File: src/rtl/core/greedy_box_nms_defines.svh
`ifndef GREEDY_BOX_NMS_DEFINES_SVH
`define GREEDY_BOX_NMS_DEFINES_SVH

// Check an implication at every clock edge outside reset.
`define GBN_ASSERT_IMPL(lbl, ante, cons, msg) \
	lbl: assert property (@(posedge clk) disable iff (!arst_n) (ante) |-> (cons)) \
		else $error(msg);

// Check that a condition never occurs outside reset.
`define GBN_ASSERT_NEVER(lbl, cond, msg) \
	lbl: assert property (@(posedge clk) disable iff (!arst_n) !(cond)) \
		else $error(msg);

`endif

File: src/rtl/core/gbn_pkg.sv
package gbn_pkg;

	localparam int MAX_PICKED  = 64;
	localparam int COORD_BITS  = 16;
	localparam int SIZE_BITS   = COORD_BITS - 1;
	localparam int THR_BITS    = 16;
	localparam int INDEX_BITS  = 16;
	localparam int KCOUNT_BITS = 7;

	localparam int PICK_AW  = $clog2(MAX_PICKED);
	localparam int PICK_CW  = $clog2(MAX_PICKED + 1);
	localparam int EDGE_W   = COORD_BITS + 2;
	localparam int PROD_W   = 2 * SIZE_BITS;
	localparam int UNION_W  = PROD_W + 1;
	localparam int CMP_W    = UNION_W + THR_BITS;

	localparam int QUEUE_DEPTH = 2;
	localparam int QUEUE_AW    = $clog2(QUEUE_DEPTH);
	localparam int QUEUE_CW    = $clog2(QUEUE_DEPTH + 1);

	localparam logic [THR_BITS-1:0]   THR_RESET = 16'd29491;
	localparam logic [INDEX_BITS-1:0] INDEX_MAX = '1;

	typedef struct packed {
		logic                         start_of_set;
		logic signed [COORD_BITS-1:0] box_x;
		logic signed [COORD_BITS-1:0] box_y;
		logic [SIZE_BITS-1:0]         box_width;
		logic [SIZE_BITS-1:0]         box_height;
	} cand_t;

	typedef struct packed {
		logic                   keep;
		logic [INDEX_BITS-1:0]  item_index;
		logic                   list_full;
		logic [KCOUNT_BITS-1:0] kept_count;
	} res_t;

	typedef struct packed {
		logic signed [COORD_BITS-1:0] x;
		logic signed [COORD_BITS-1:0] y;
		logic [SIZE_BITS-1:0]         w;
		logic [SIZE_BITS-1:0]         h;
	} box_t;

	typedef struct packed {
		logic              start;
		box_t              box;
		logic [PROD_W-1:0] area;
	} q_ent_t;

	typedef struct packed {
		logic   valid;
		q_ent_t ent;
	} q_head_t;

	typedef struct packed {
		logic hit;
		logic busy;
	} iou_stat_t;

	typedef enum logic [2:0] {
		ST_IDLE = 3'b001,
		ST_SCAN = 3'b010,
		ST_DONE = 3'b100
	} back_state_t;

endpackage

File: src/rtl/core/gbn_front.sv
module gbn_front import gbn_pkg::*; (
	input  logic    clk,
	input  logic    arst_n,
	input  logic    cand_valid,
	output logic    cand_stall,
	input  cand_t   cand,
	output q_head_t head,
	input  logic    pop
);

	q_ent_t              q_mem [QUEUE_DEPTH];
	logic [QUEUE_AW-1:0] wr_q;
	logic [QUEUE_AW-1:0] rd_q;
	logic [QUEUE_CW-1:0] cnt_q;
	logic                push;
	q_ent_t              ent_in;

	assign cand_stall = (cnt_q == QUEUE_CW'(QUEUE_DEPTH));
	assign push       = cand_valid && !cand_stall;

	// Classify the incoming word: set start and own area.
	always_comb begin
		ent_in.start = cand.start_of_set;
		ent_in.box.x = cand.box_x;
		ent_in.box.y = cand.box_y;
		ent_in.box.w = cand.box_width;
		ent_in.box.h = cand.box_height;
		ent_in.area  = cand.box_width * cand.box_height;
	end

	always_ff @(posedge clk) begin
		if (push) begin
			q_mem[wr_q] <= ent_in;
		end
	end

	always_ff @(posedge clk or negedge arst_n) begin
		if (!arst_n) begin
			wr_q  <= '0;
			rd_q  <= '0;
			cnt_q <= '0;
		end else begin
			if (push) begin
				wr_q <= (wr_q == QUEUE_AW'(QUEUE_DEPTH - 1)) ? '0 : wr_q + 1'b1;
			end
			if (pop) begin
				rd_q <= (rd_q == QUEUE_AW'(QUEUE_DEPTH - 1)) ? '0 : rd_q + 1'b1;
			end
			case ({push, pop})
				2'b10:   cnt_q <= cnt_q + 1'b1;
				2'b01:   cnt_q <= cnt_q - 1'b1;
				default: cnt_q <= cnt_q;
			endcase
		end
	end

	assign head.valid = (cnt_q != '0);
	assign head.ent   = q_mem[rd_q];

endmodule

File: config.mk
export PLATFORM = sky130hd
export DESIGN_NAME = gbn_front
export DESIGN_NICKNAME = d
export VERILOG_FILES = /design/src/rtl/core/greedy_box_nms_defines.svh /design/src/rtl/core/gbn_pkg.sv /design/src/rtl/core/gbn_front.sv
export SDC_FILE = /design/constraint.sdc
export NUM_CORES = 1
export LEC_CHECK = 0
export BUFFER_PORTS_ARGS = -buffer_cell sky130_fd_sc_hd__buf_2
export CORE_MARGIN = 2
export CORE_UTILIZATION = 60
export DETAILED_ROUTE_END_ITERATION = 12
export GPL_ROUTABILITY_DRIVEN = 0
export PLACE_DENSITY = 0.91
export SYNTH_ARGS = -nofsm -noshare
export SYNTH_HDL_FRONTEND = slang
export SYNTH_SLANG_ARGS = --single-unit
File: constraint.sdc
create_clock -name clk -period 6.95 [get_ports clk]
set_input_delay 0.695 -clock clk [delete_from_list [all_inputs] [get_ports clk]]
set_output_delay 0.695 -clock clk [all_outputs]
set_load 0.03 [all_outputs]
# [After elaboration in Yosys (flattened, before gate mapping)]
# Memory sizes are Yosys's and may differ from the RTL's.
# Index checks and enable logic that the tools add are counted.
[word_totals] register_bits=4 ramBits=186 inputBits=67 output_inout_bits=95 wordCells=21 n_memories=1
[memory_table] name="q_mem" depth=2 word_bits=93 read_ports=1 rd_clocked_by_memory_dff=0 wr=1 line_no="gbn_front.sv:11" rtl="q_ent_t q_mem [QUEUE_DEPTH];"
[op_classes] add_sub_neg=4 n_mul=1 eq_ne=3 n_mux=5 n_reduce_logical=4
[op_table] operator="$mul 15x15->30" count=1
[op_table] operator="$eq 2x2->1 const B" count=2
[op_table] operator="$mux 1" count=4
[op_table] operator="$pmux 2 s2" count=1
[op_table] operator="$reduce_bool 2->1" count=2
[op_table] operator="$add 1x1->1 const B" count=2
[op_table] operator="$add 2x1->2 const B" count=1
[op_table] operator="$eq 2x1->1 const B" count=1
[op_table] operator="$sub 2x1->2 const B" count=1
[op_table] operator="$logic_and 1x1->1" count=1
[op_table] operator="$logic_not 1->1" count=1

# [Depth between registers and ports, before layout]
# Gate-level depths: netlist of run 1.
[depth] word_depth=5 ltp_mapped=21 depth_no_buf=19

# [Worst setup path after synthesis of run 1]
# Ideal clock, no wire load.
[synth_timing] kind="input to register" from="input cand[0] (netlist name)" to="memory q_mem[0][27] (netlist name) (data pin)" setup_time_ns=0.270 arrival_ns=5.646 required_ns=6.680 path_slack_ns=1.034 path_stages=20 path_buffers=2 path_cell_list="clkbuf_1 -> and2_1 -> fa_1 -> inv_1 -> fa_1 -> inv_1 -> fa_1 -> fa_1 -> fa_1 -> inv_1 -> fa_1 -> inv_1 -> ha_1 -> and3_1 -> a32oi_1 -> o21ai_2 -> or2_1 -> buf_6 -> a2111oi_4 -> nor4bb_1"
[synth_rtl] item="start: declaration" line_no="gbn_front.sv:6" rtl="input cand_t cand,"
[synth_rtl] item="end: declaration" line_no="gbn_front.sv:11"

==> results.txt, run 1 <==
For this run, the slowest stage of the critical path takes 550 ps. The layout overhead on the synthesized area is 11.4%. The number of sinks handled by clock tree synthesis came out at 190. The worst hold path class is primary input to async pin. Once routing completed, OpenROAD measured the worst setup slack at 935 ps. The number of buffers added on ports is 161. Once layout is done, the placed cells without fillers occupy 16100 sq um. The mean instance size in the synthesized netlist came out at 12.3 sq um. The number of vias per cell came out at 5.60. OpenSTA, run right after detailed placement, puts the worst setup slack at 511 ps. The peak clock frequency supported by timing is 166 MHz. The number of instances in the synthesized netlist is 1174. The hold violation total from the final report came out at 0.

The run finished with clean final reports. The total number of H-tree levels is 4. In this run the worst setup path terminates at q_mem[0][28].

The setup-violating endpoint count in the final report came out at 0. For this run, the total global-route usage over all layers was measured as 0.243. The DRC violation count after routing is 0. 0 antenna diodes ended up in the layout.

The share of layout cells above drive strength 1 came out at 0.229. The maximum net fanout on the critical path is 17. The buffer depth of the longest clock path is 2. The worst register-to-register path ends at q_mem[0][37]. The final setup skew came out at 8.91 ps. The register bit total from synthesis is 190. The most used flip-flop cell after synthesis is sky130_fd_sc_hd__edfxtp_1. Clock tree synthesis selected as its root buffer the cell sky130_fd_sc_hd__clkbuf_16. Setup repair after global routing left no endpoint under its margin. The average wire per standard cell came out at 17.8 um. Together, buffers and inverters on the worst path number 5. The startpoint-to-endpoint class of the critical path is primary input to register.

After the first detailed-routing iteration, the DRC count stood at 581. The final cycle utilization of the critical path is 0.865. The count of warnings emitted by yosys is 0. At the later pin of the worst-skew pair, clock insertion delay measures 440 ps. The number of cells on the worst reg-to-reg path is 4.

162 I/O pins were placed. The sequential fraction of the synthesis area is 0.393. Clock-pin slew was measured on the worst setup and hold paths at 70 ps. The number of stages on the worst setup path came out at 18. The initial core utilization came out at 0.614. The data required time at the worst endpoint is 7130 ps. The share of synthesized area in the top cell type comes to 0.386. The kind of start point of the critical path is a primary input. The number of gates resized after CTS is 0.

Yosys attributes the largest share of cell area to sky130_fd_sc_hd__edfxtp_1 (39%), sky130_fd_sc_hd__fa_1 (23%), sky130_fd_sc_hd__ha_1 (8.2%), sky130_fd_sc_hd__mux2_2 (7.3%), sky130_fd_sc_hd__and2_1 (5.8%). The number of max-cap violations is 0. The total overflow left after global routing is 0. Traced cell by cell, the critical path runs through buf_2 > and2_1 > fa_1 > inv_1 > fa_1 > inv_1 > fa_1 > fa_1 > fa_1 > inv_1 > fa_1 > inv_1 > ha_1 > and3_1 > nand2_1 > o311ai_1 > nand2_1 > a311o_1. The data arrival time at the worst-slack endpoint came out at 6190 ps. The net count of the finished layout is 1641. The source of the worst register-to-register timing path is cnt_q[0].

The total number of vias came out at 9194. The core box area came out at 23500 sq um. Counting stages on the worst path, the most repeated cell is sky130_fd_sc_hd__fa_1. Ranked by instance count, the synthesized netlist is headed by sky130_fd_sc_hd__inv_1 (188), sky130_fd_sc_hd__edfxtp_1 (186), sky130_fd_sc_hd__fa_1 (167). The post-route antenna net violation count came out at 0. The aggregate negative setup slack is 0 ps. The via count of the first global-routing pass was 9797. The first-pass iteration count of the detailed router came out at 6. Counting flops with an async set or reset pin after synthesis yields a share of 0.0211. Yosys mapped a number of flops with a built-in enable equal to 186. Tracing the worst setup path back leads to its startpoint at cand[3]. In this run the cell area measured after placement is 15500 sq um.

The final layout contains routed wiring with a total length of 29.2 mm. The number of buffers inserted by hold repair at cts came out at 0. The number of clock buffers added by TritonCTS is 17. The final max-slew violation count is 0. At the pin with the least slew margin, the transition time is 973 ps.

The worst-case headroom to the max-slew limit is 0.351. The slowest stage of the critical path is the sky130_fd_sc_hd__fa_1 cell. The time the final worst path needs with I/O delays and setup is 6010 ps. In the post-synthesis netlist, the cell with the most instances is sky130_fd_sc_hd__inv_1. The number of antenna violations at the first check in global routing is 1.

The floorplan step set the die height to 159 um. sky130_fd_sc_hd__edfxtp_1 takes more of the synthesized area than any other cell. The cell family contributing the most delay on the critical path is adder cells.

The post-synthesis net count came out at 1503. The area of the die is 25400 sq um. The number of distinct library cell variants in the gate-level netlist after synthesis came out at 51. The cell area after technology mapping is 14500 sq um.

The total half-perimeter wirelength after legalization and detailed placement is 21.9 mm. Buffers added to address setup during post-CTS repair amount to 0. The wire length of the first global-routing pass is 48.5 mm. Row generation in the floorplan step produced 56 rows.

The maximum number of pins on one net before global-route repair came out at 72. The width of the die is 159 um. The worst setup path is captured at a register. TritonCTS built the clock tree.

Hold timing on the final database bottoms out at a slack of 55.3 ps. The worst-case register-to-register setup slack is 4390 ps.
## final cells by class
type	instances	area [sq um]
multi-input cells	750	7910
fillers	1664	7430
flip-flops and latches	190	5690
repair buffers	165	836
inverters	188	706
clock buffers	17	425
well taps	319	399
clock inverters	14	148
## layer usage
| layer | vias up | global-route usage | wire length [um] |
|---|---|---|---|
| li1 | 4114 | - | - |
| met3 | 82 | 0.0440 | 1790 |
| met4 | 2 | 0.0996 | 1040 |
| met1 | 4627 | 0.294 | 10800 |
| met2 | 369 | 0.432 | 15500 |
| met5 | - | 0 | 13 |
## sequential cells by signal (all words and copies together), names as in the netlist
register / flops
cnt_q: 2
q_mem: 186
rd_q: 1
wr_q: 1
## worst min-delay path by stage
stage | startpoint | endpoint | slack (ps) | depth (start not counted)
after floorplan | arst_n | cnt_q[0] | 400 | 0
after global placement | cnt_q[1] | cnt_q[1] | 470 | 1
after detailed placement | cnt_q[1] | cnt_q[1] | 500 | 1
after CTS | arst_n | rd_q | 30 | 1
after global routing | arst_n | rd_q | 40 | 1
final | arst_n | cnt_q[1] | 60 | 1
## logic make-up after synthesis
| kind of cell | count (synthesis) | synth area share |
|---|---|---|
| compound gates | 77 | 0.0391 |
| buf+inv | 234 | 0.0613 |
| fa+ha+maj | 262 | 0.313 |
| mux | 94 | 0.0732 |
| xor+xnor | 30 | 0.0182 |
| flops | 190 | 0.393 |
| simple gates | 287 | 0.102 |
## cell usage in the layout (no fill, tap or decap), types with 4 or more instances in the layout
cell | synthesis | layout
sky130_fd_sc_hd__fa_1 | 167 | 167
sky130_fd_sc_hd__xor2_1 | 8 | 8
sky130_fd_sc_hd__and3_1 | 6 | 5
sky130_fd_sc_hd__buf_2 | 1 | 161
sky130_fd_sc_hd__o21a_1 | 5 | 5
sky130_fd_sc_hd__nand3_1 | 4 | 4
sky130_fd_sc_hd__a21o_1 | 12 | 12
sky130_fd_sc_hd__nand2_1 | 112 | 112
sky130_fd_sc_hd__clkbuf_16 | 0 | 17
sky130_fd_sc_hd__xnor2_1 | 22 | 22
sky130_fd_sc_hd__inv_6 | 0 | 5
sky130_fd_sc_hd__nor2_1 | 15 | 14
sky130_fd_sc_hd__and2_1 | 133 | 133
sky130_fd_sc_hd__o21ai_0 | 10 | 10
sky130_fd_sc_hd__mux2_2 | 94 | 94
sky130_fd_sc_hd__ha_1 | 95 | 95
sky130_fd_sc_hd__edfxtp_1 | 186 | 186
sky130_fd_sc_hd__inv_1 | 188 | 188
sky130_fd_sc_hd__nand2b_1 | 4 | 4
sky130_fd_sc_hd__a21oi_1 | 19 | 19
sky130_fd_sc_hd__buf_4 | 0 | 4
## per-stage QoR
stage / utilization / instances
6_report: 0.684 / 1643
5_1_grt: 0.684 / 1643
3_3_place_gp: 0.660 / 1612
3_5_place_dp: 0.660 / 1612
2_1_floorplan: - / 1174
4_1_cts: 0.684 / 1643
Power of run 1 is not shown: default switching activity piles up to over one toggle a cycle in this logic, so the estimate is an artifact.
==> inputs of run 2 (changes only) <==
--- a/config.mk
+++ b/config.mk
@@ -5,12 +5,13 @@
 export SDC_FILE = /design/constraint.sdc
 export NUM_CORES = 1
 export LEC_CHECK = 0
+export ABC_AREA = 1
 export BUFFER_PORTS_ARGS = -buffer_cell sky130_fd_sc_hd__buf_2
 export CORE_MARGIN = 2
-export CORE_UTILIZATION = 60
+export CORE_UTILIZATION = 61
 export DETAILED_ROUTE_END_ITERATION = 12
 export GPL_ROUTABILITY_DRIVEN = 0
-export PLACE_DENSITY = 0.91
+export PLACE_DENSITY = 0.92
 export SYNTH_ARGS = -nofsm -noshare
 export SYNTH_HDL_FRONTEND = slang
 export SYNTH_SLANG_ARGS = --single-unit
==> run 2 against run 1 <==
  * Wire length grew 17%
  * Maximum frequency grew 3.9%
  * Highest routed layer is now met4
  * Area after synthesis grew 4.8%
  * Flip-flop and latch count is the same
  * Non-clock buffer count shrank 1
  * Worst hold slack lost 9.7 ps
  * Core utilization grew 0.84 points
  * Synthesized cell count grew 28%
  * Worst setup slack gained 230 ps
  * Critical endpoint is now q_mem[0][17]
  * Register-to-register slack lost 210 ps
  * Final cell count grew 20%
  * Critical path depth grew 2
==> results.txt, run 2 <==
The proportion of synthesized flip-flops having asynchronous set or reset is 0.0211. The cell sitting at the root of the clock tree is a sky130_fd_sc_hd__clkbuf_16. The width of the die is 162 um. By area, the combinational part of the netlist is dominated by adder cells. Wires add up to 34.1 mm. Synthesis produced a netlist with a net count of 1827.

The share of Yosys cell area claimed by the top area cell type came out at 0.368. Of the total synthesized cell area, the portion taken by full adders, half adders and majority gates is 0.299. The total number of vias came out at 10800.

The global-route usage over all layers came out at 0.277. The final standard cell utilization of the core came out at 0.693. The buffer depth of the longest clock path came out at 2. The maximum number of pins on one net before global-route repair is 74. q_mem holds more flip-flops than any other register. TritonCTS built the clock tree. The time the final worst path needs with I/O delays and setup is 5790 ps. The final max-slew violation count is 0. The most instantiated flip-flop cell in the synthesis netlist is sky130_fd_sc_hd__edfxtp_1. The count of warnings emitted by yosys came out at 0.

The floorplan has 57 rows. The number of nets in the finished design came out at 1970. Headroom to the max-slew limit came out at 0.312. The complex-gate fraction of the synthesized area is 0.00891.

The sequential cell area is 5690 sq um. The aggregate negative setup slack is 0 ps. Global routing finished with a remaining overflow of 0. For the pin with the worst max-slew slack, the measured transition is 1030 ps. The number of flip-flops in the largest register came out at 186.

The post-layout instance count excluding filler cells came out at 1978. The maximum net fanout on the critical path came out at 17. The via count of the first global-routing pass was 11700. Before antenna repair, the detailed router went through 5 iterations.

The data required time at the worst endpoint is 7130 ps. The footprint of the multi-input gates is 7830 sq um. The layout overhead on the synthesized area is 11.4%. The number of placed instances, taps included, is 1946. The total I/O pin count is 162. The average wire per standard cell came out at 17.2 um.

The number of antenna violations at the first check in global routing came to 0. The DRC violation count after routing came out at 0. The mean instance size in the synthesized netlist came out at 10.1 sq um. The hold violation total from the final report came to 0.

Between clock sinks in the finished design, the worst skew comes to 15.7 ps. By area the synthesized netlist is led by sky130_fd_sc_hd__edfxtp_1 (37%), sky130_fd_sc_hd__fa_1 (22%), sky130_fd_sc_hd__inv_1 (9.9%), sky130_fd_sc_hd__nand2_1 (9.4%), sky130_fd_sc_hd__ha_1 (7.8%). In the final layout, the share of cells above drive strength 1 is 0.190. In the post-synthesis netlist, the cell with the most instances is sky130_fd_sc_hd__inv_1. The wire length of the first global-routing pass came out at 56.2 mm. The region available for standard cell placement spans 24400 sq um. At the worst endpoint, the arrival time is 5970 ps. The worst register-to-register path begins at cnt_q[0]. STA classifies the critical path startpoint as a primary input. Static timing analysis puts the maximum clock frequency at 173 MHz.

Counting every instance in the synthesized netlist gives 1498. The portion of netlist area occupied by mux cells came out at 0.0691. Setup repair after global routing left no endpoint under its margin. The number of gates resized after CTS came out at 0. The worst slack on hold paths came out at 45.6 ps.

The number of buffers inserted to repair setup after CTS is 0. The post-route antenna net violation count came out at 0. The number of enable flip-flop cells after synthesis came out at 186. The register bit total from synthesis is 190. Of all cell types, the one taking the most synthesized area is sky130_fd_sc_hd__edfxtp_1.

By count the netlist is led by sky130_fd_sc_hd__inv_1 (399), sky130_fd_sc_hd__nand2_1 (381), sky130_fd_sc_hd__edfxtp_1 (186). The final cycle utilization of the critical path is 0.833. The number of buffers inserted by hold repair at cts came out at 0.

The commonest non-fill, non-tap cell in the layout is sky130_fd_sc_hd__inv_1. The area of the die is 26100 sq um. STA classifies the critical path endpoint as a register. The setup-violating endpoint count in the final report came out at 0. The total number of H-tree levels came out at 4. Fill cells in the final layout number 1672.

The number of diodes came out at 0. The critical path in this run is classified as primary input to register. The worst-skew pair later-pin latency is 450 ps. The number of buffers added on ports came out at 161.

The number of buffers created by CTS is 17. The initial core utilization came out at 0.621. The number of vias per cell is 5.45. In this run the cell area of the synthesized design comes to 15200 sq um.

The flow ran to the end, and the final reports show no timing, DRC or antenna violations. The number of distinct library cell variants in the gate-level netlist after synthesis came out at 26. The simple-gate share of the synthesized area came out at 0.126. The die boundary height came out at 162 um. The number of sinks handled by clock tree synthesis came out at 190.

Of the total synthesized cell area, the portion taken by XOR and XNOR cells is 0.0127. Detailed placement finished with a half-perimeter wire length of 24.6 mm. The most critical setup path has its startpoint at cand[28]. The worst-case register-to-register setup slack came out at 4180 ps. In this run, the number of DRC markers left after iteration 0 of detailed routing was 1007. The endpoint identified for the worst register-to-register timing path is q_mem[1][59]. The largest registers in the layout are q_mem (186), cnt_q (2). The number of max-cap violations is 0. The min-delay analysis places its worst path in the category primary input to async pin. Clock-pin slew was measured on the worst setup and hold paths at 80 ps.

For this run, the register share of the synthesized area comes to 0.375. For the worst flop-to-flop path, the logic depth is 3. In the layout the commonest cells are sky130_fd_sc_hd__inv_1 (399), sky130_fd_sc_hd__nand2_1 (381), sky130_fd_sc_hd__edfxtp_1 (186).
## run 2: layer usage
metal / track usage / up-vias / wire (um)
met4: 0.154 / 0 / 1800
met3: 0.0580 / 168 / 3030
li1: - / 4824 / -
met5: 0 / - / 0
met1: 0.315 / 5174 / 12000
met2: 0.487 / 622 / 17200
## run 2: worst max-delay path by stage
stage / to / slack [ps] / cells after the start
floorplan: q_mem[0][25] / 1590 / 21
global placement: q_mem[0][25] / 1030 / 21
detailed placement: q_mem[1][17] / 940 / 18
CTS: q_mem[0][17] / 1290 / 20
global route: q_mem[0][16] / 1010 / 20
finish: q_mem[0][17] / 1160 / 20
## run 2: critical path, stage by stage
cell and delay [ps]:
sky130_fd_sc_hd__buf_2 230, sky130_fd_sc_hd__nand2_1 140, sky130_fd_sc_hd__inv_1 80, sky130_fd_sc_hd__fa_1 580
sky130_fd_sc_hd__inv_1 70, sky130_fd_sc_hd__fa_1 530, sky130_fd_sc_hd__inv_1 60, sky130_fd_sc_hd__fa_1 500
sky130_fd_sc_hd__fa_1 480, sky130_fd_sc_hd__fa_1 550, sky130_fd_sc_hd__inv_1 70, sky130_fd_sc_hd__fa_1 480
sky130_fd_sc_hd__inv_1 50, sky130_fd_sc_hd__ha_1 390, sky130_fd_sc_hd__nand2_1 150, sky130_fd_sc_hd__inv_1 100
sky130_fd_sc_hd__nand2_1 80, sky130_fd_sc_hd__nor3_1 370, sky130_fd_sc_hd__a21oi_1 170, sky130_fd_sc_hd__xnor2_1 170
## run 2: through the flow
| step | instance area (sq um) | worst slack [ps] |
|---|---|---|
| after floorplan | 15200 | 1590 |
| after global placement | 16200 | 1030 |
| after detailed placement | 16200 | 936 |
| after CTS | 16900 | 1290 |
| after global routing | 16900 | 1010 |
| final | 16900 | 1160 |
## run 2: area by class of cell
type,count,area share
clock buffer,17,0.0252
clock inverter,15,0.0130
inverter,399,0.0887
multi-input combinational,869,0.463
sequential,190,0.337
tap,324,0.0240
timing repair buffer,164,0.0490
## run 2: cells by family after synthesis
kind of cell / count (synthesis)
mux: 93
simple gates: 467
buf+inv: 439
xor+xnor: 22
fa+ha+maj: 262
compound gates: 25
flops: 190
Power of run 2 is left out for the same reason.
==> inputs of run 3 (changes only) <==
==> constraint.sdc (replaced) <==
create_clock -name clk -period 5.8 [get_ports clk]
set_input_delay 0.58 -clock clk [delete_from_list [all_inputs] [get_ports clk]]
set_output_delay 0.58 -clock clk [all_outputs]
set_load 0.03 [all_outputs]
==> run 3 against run 2 <==
  * Clock skew is 3.9 ps lower
  * Count of clock-buffer cells in the layout unchanged
  * Core utilization rose by 0.52 points
  * Final area grew 0.75%
  * Critical path depth stayed put
  * Register-to-register slack lost 480 ps
  * Critical endpoint is now q_mem[1][16]
  * Global-route usage rose by 0.93 points
  * Worst setup slack worse by 900 ps
  * Worst hold slack improved by 270 ps
  * Sequential share of layout area is 0.25 points lower
  * First-iteration DRC count is 22% higher
  * Highest routed layer unchanged
  * Flip-flop and latch count unchanged
==> results.txt, run 3 (synthesis gave the netlist of run 2 again) <==
Pin placement for this block handled 162 I/O pins. The worst slack on hold paths came out at 319 ps. The time the final worst path needs with I/O delays and setup came out at 5540 ps.

After the first detailed-routing iteration, the DRC count stood at 1230. In the routed layout, each cell is associated on average with a via count of 5.53. Entering global routing, the biggest net connects 65 pins. The commonest non-fill, non-tap cell in the layout is sky130_fd_sc_hd__inv_1. The area growth from synthesis to layout is 12.3%.

The endpoint identified for the worst register-to-register timing path is cnt_q[1]. Tracing the worst setup path back leads to its startpoint at cand[5]. The number of cells on the worst reg-to-reg path is 5. Dividing the detail-routed wire length by the instance count gives 17.7 um. The number of buffers inserted to repair setup after CTS is 0. Setup repair after global routing left no endpoint under its margin. The DRC violation count after routing came out at 0. TritonCTS built the clock tree.

Clock latency on the worst-skew pair, taken at its later pin, is 450 ps. The top cell types in the final layout, fill and taps aside, are sky130_fd_sc_hd__inv_1 (399), sky130_fd_sc_hd__nand2_1 (381), sky130_fd_sc_hd__edfxtp_1 (186). The register name with the most flops is q_mem. The detailed-route wire length came out at 35.3 mm.

At the placement stage, the worst setup path has a slack of 25.5 ps. The width of the die is 162 um. STA classifies the critical path startpoint as a primary input.

The number of gates resized after CTS is 0. At the worst endpoint, the arrival time is 5790 ps. The data required time at the worst endpoint is 6050 ps. The die boundary height came out at 162 um. Measured against its own limit, the worst slew margin works out to 0.392. The source of the worst register-to-register timing path is cnt_q[0]. The buffer depth of the longest clock path came out at 2.

The run finished with clean final reports. Following the worst setup path forward leads to its endpoint at q_mem[1][16]. The maximum net fanout on the critical path came out at 17.

The number of antenna violations at the first check in global routing came to 0. The final route contains 11000 vias. The initialized floorplan defines 57 standard-cell rows. The number of buffers added on ports is 161. The tree is rooted in a sky130_fd_sc_hd__clkbuf_16. The smallest setup slack after layout came out at 263 ps. For this run, the total global-route usage over all layers was measured as 0.286.

In the final layout, the share of cells above drive strength 1 is 0.198. Across the routed clock network, the largest skew measured is 11.7 ps. The final cycle utilization of the critical path is 0.955. The initial core utilization came out at 0.621. The cell area after placement is 16400 sq um. The hold violation total from the final report came out at 0. STA classifies the critical path endpoint as a register. The first-pass iteration count of the detailed router came out at 6.

For the pin with the worst max-slew slack, the measured transition is 902 ps. The repair_antennas step left the layout with diodes totalling 0. The total number of H-tree levels came out at 4.

Clock-pin slew was measured on the worst setup and hold paths at 80 ps. The final max-slew violation count is 0. The clock net in this run drives a total of 190 sinks. Clock tree synthesis inserted a total of 17 buffers. The core box area is 24400 sq um. The startpoint-to-endpoint class of the critical path is primary input to register. In the final timing run, aggregate negative setup slack is 0 ps. The post-route antenna net violation count came out at 0.

The total half-perimeter wirelength after legalization and detailed placement is 25.9 mm. The tool flagged a number of max-cap violations equal to 0. The worst hold path class is primary input to register.

The wire length of the first global-routing pass came out at 58.1 mm. The cell area after layout came out at 17000 sq um. The final layout contains 1988 nets. The worst-case register-to-register setup slack came out at 3700 ps.

The largest registers in the layout are q_mem (186), cnt_q (2). The register with the most flip-flops in the layout has 186 of them. The area of the die is 26100 sq um.

The residual overflow from global routing came out at 0. The peak clock frequency supported by timing is 181 MHz. The setup-violating endpoint count in the final report came out at 0. The via count of the first global-routing pass is 12100.
## run 3: worst min-delay path by stage
stage                        start  cells after the start      endpoint
after global placement      arst_n                      1      cnt_q[1]
after floorplan             arst_n                      0      cnt_q[0]
final                     cand[44]                      1  q_mem[0][74]
after detailed placement    arst_n                      1      cnt_q[1]
after global routing      cand[44]                      1  q_mem[1][74]
after CTS                 cand[52]                      1  q_mem[1][82]
## run 3: per-stage QoR
stage | cells | utilization
2_1_floorplan | 1498 | -
3_3_place_gp | 1963 | 0.671
3_5_place_dp | 1963 | 0.671
4_1_cts | 1996 | 0.698
5_1_grt | 1996 | 0.698
6_report | 1996 | 0.698
## run 3: layout make-up
type	count	area (sq um)
Tap cell	324	405
Clock buffer	17	425
Multi-Input combinational cell	869	7830
Sequential cell	190	5690
Fill cell	1645	7370
Inverter	399	1500
Timing Repair Buffer	182	966
Clock inverter	15	209
## run 3: critical path, stage by stage
cell and delay [ps]:
sky130_fd_sc_hd__buf_2 380, sky130_fd_sc_hd__nand2_1 110, sky130_fd_sc_hd__inv_1 90, sky130_fd_sc_hd__fa_1 410
sky130_fd_sc_hd__inv_1 130, sky130_fd_sc_hd__fa_1 440, sky130_fd_sc_hd__inv_1 90, sky130_fd_sc_hd__fa_1 470
sky130_fd_sc_hd__fa_1 480, sky130_fd_sc_hd__fa_1 570, sky130_fd_sc_hd__inv_1 80, sky130_fd_sc_hd__fa_1 530
sky130_fd_sc_hd__inv_1 60, sky130_fd_sc_hd__ha_1 380, sky130_fd_sc_hd__nand2_1 120, sky130_fd_sc_hd__inv_1 80
sky130_fd_sc_hd__nand2_1 60, sky130_fd_sc_hd__nor3_1 300, sky130_fd_sc_hd__a21oi_1 150, sky130_fd_sc_hd__xnor2_1 280
## run 3: timing repair
action	4_1_cts	5_1_grt
endpoints found under the hold margin	4	0
hold buffers	1	0
endpoints found under the setup margin	0	0
## run 3: routing by layer
layer | GRT usage | part of all wire
met5 | 0 | 0
met4 | 0.160 | 0.055
met3 | 0.0588 | 0.091
met2 | 0.499 | 0.51
met1 | 0.331 | 0.35
Power of run 3 is left out for the same reason.
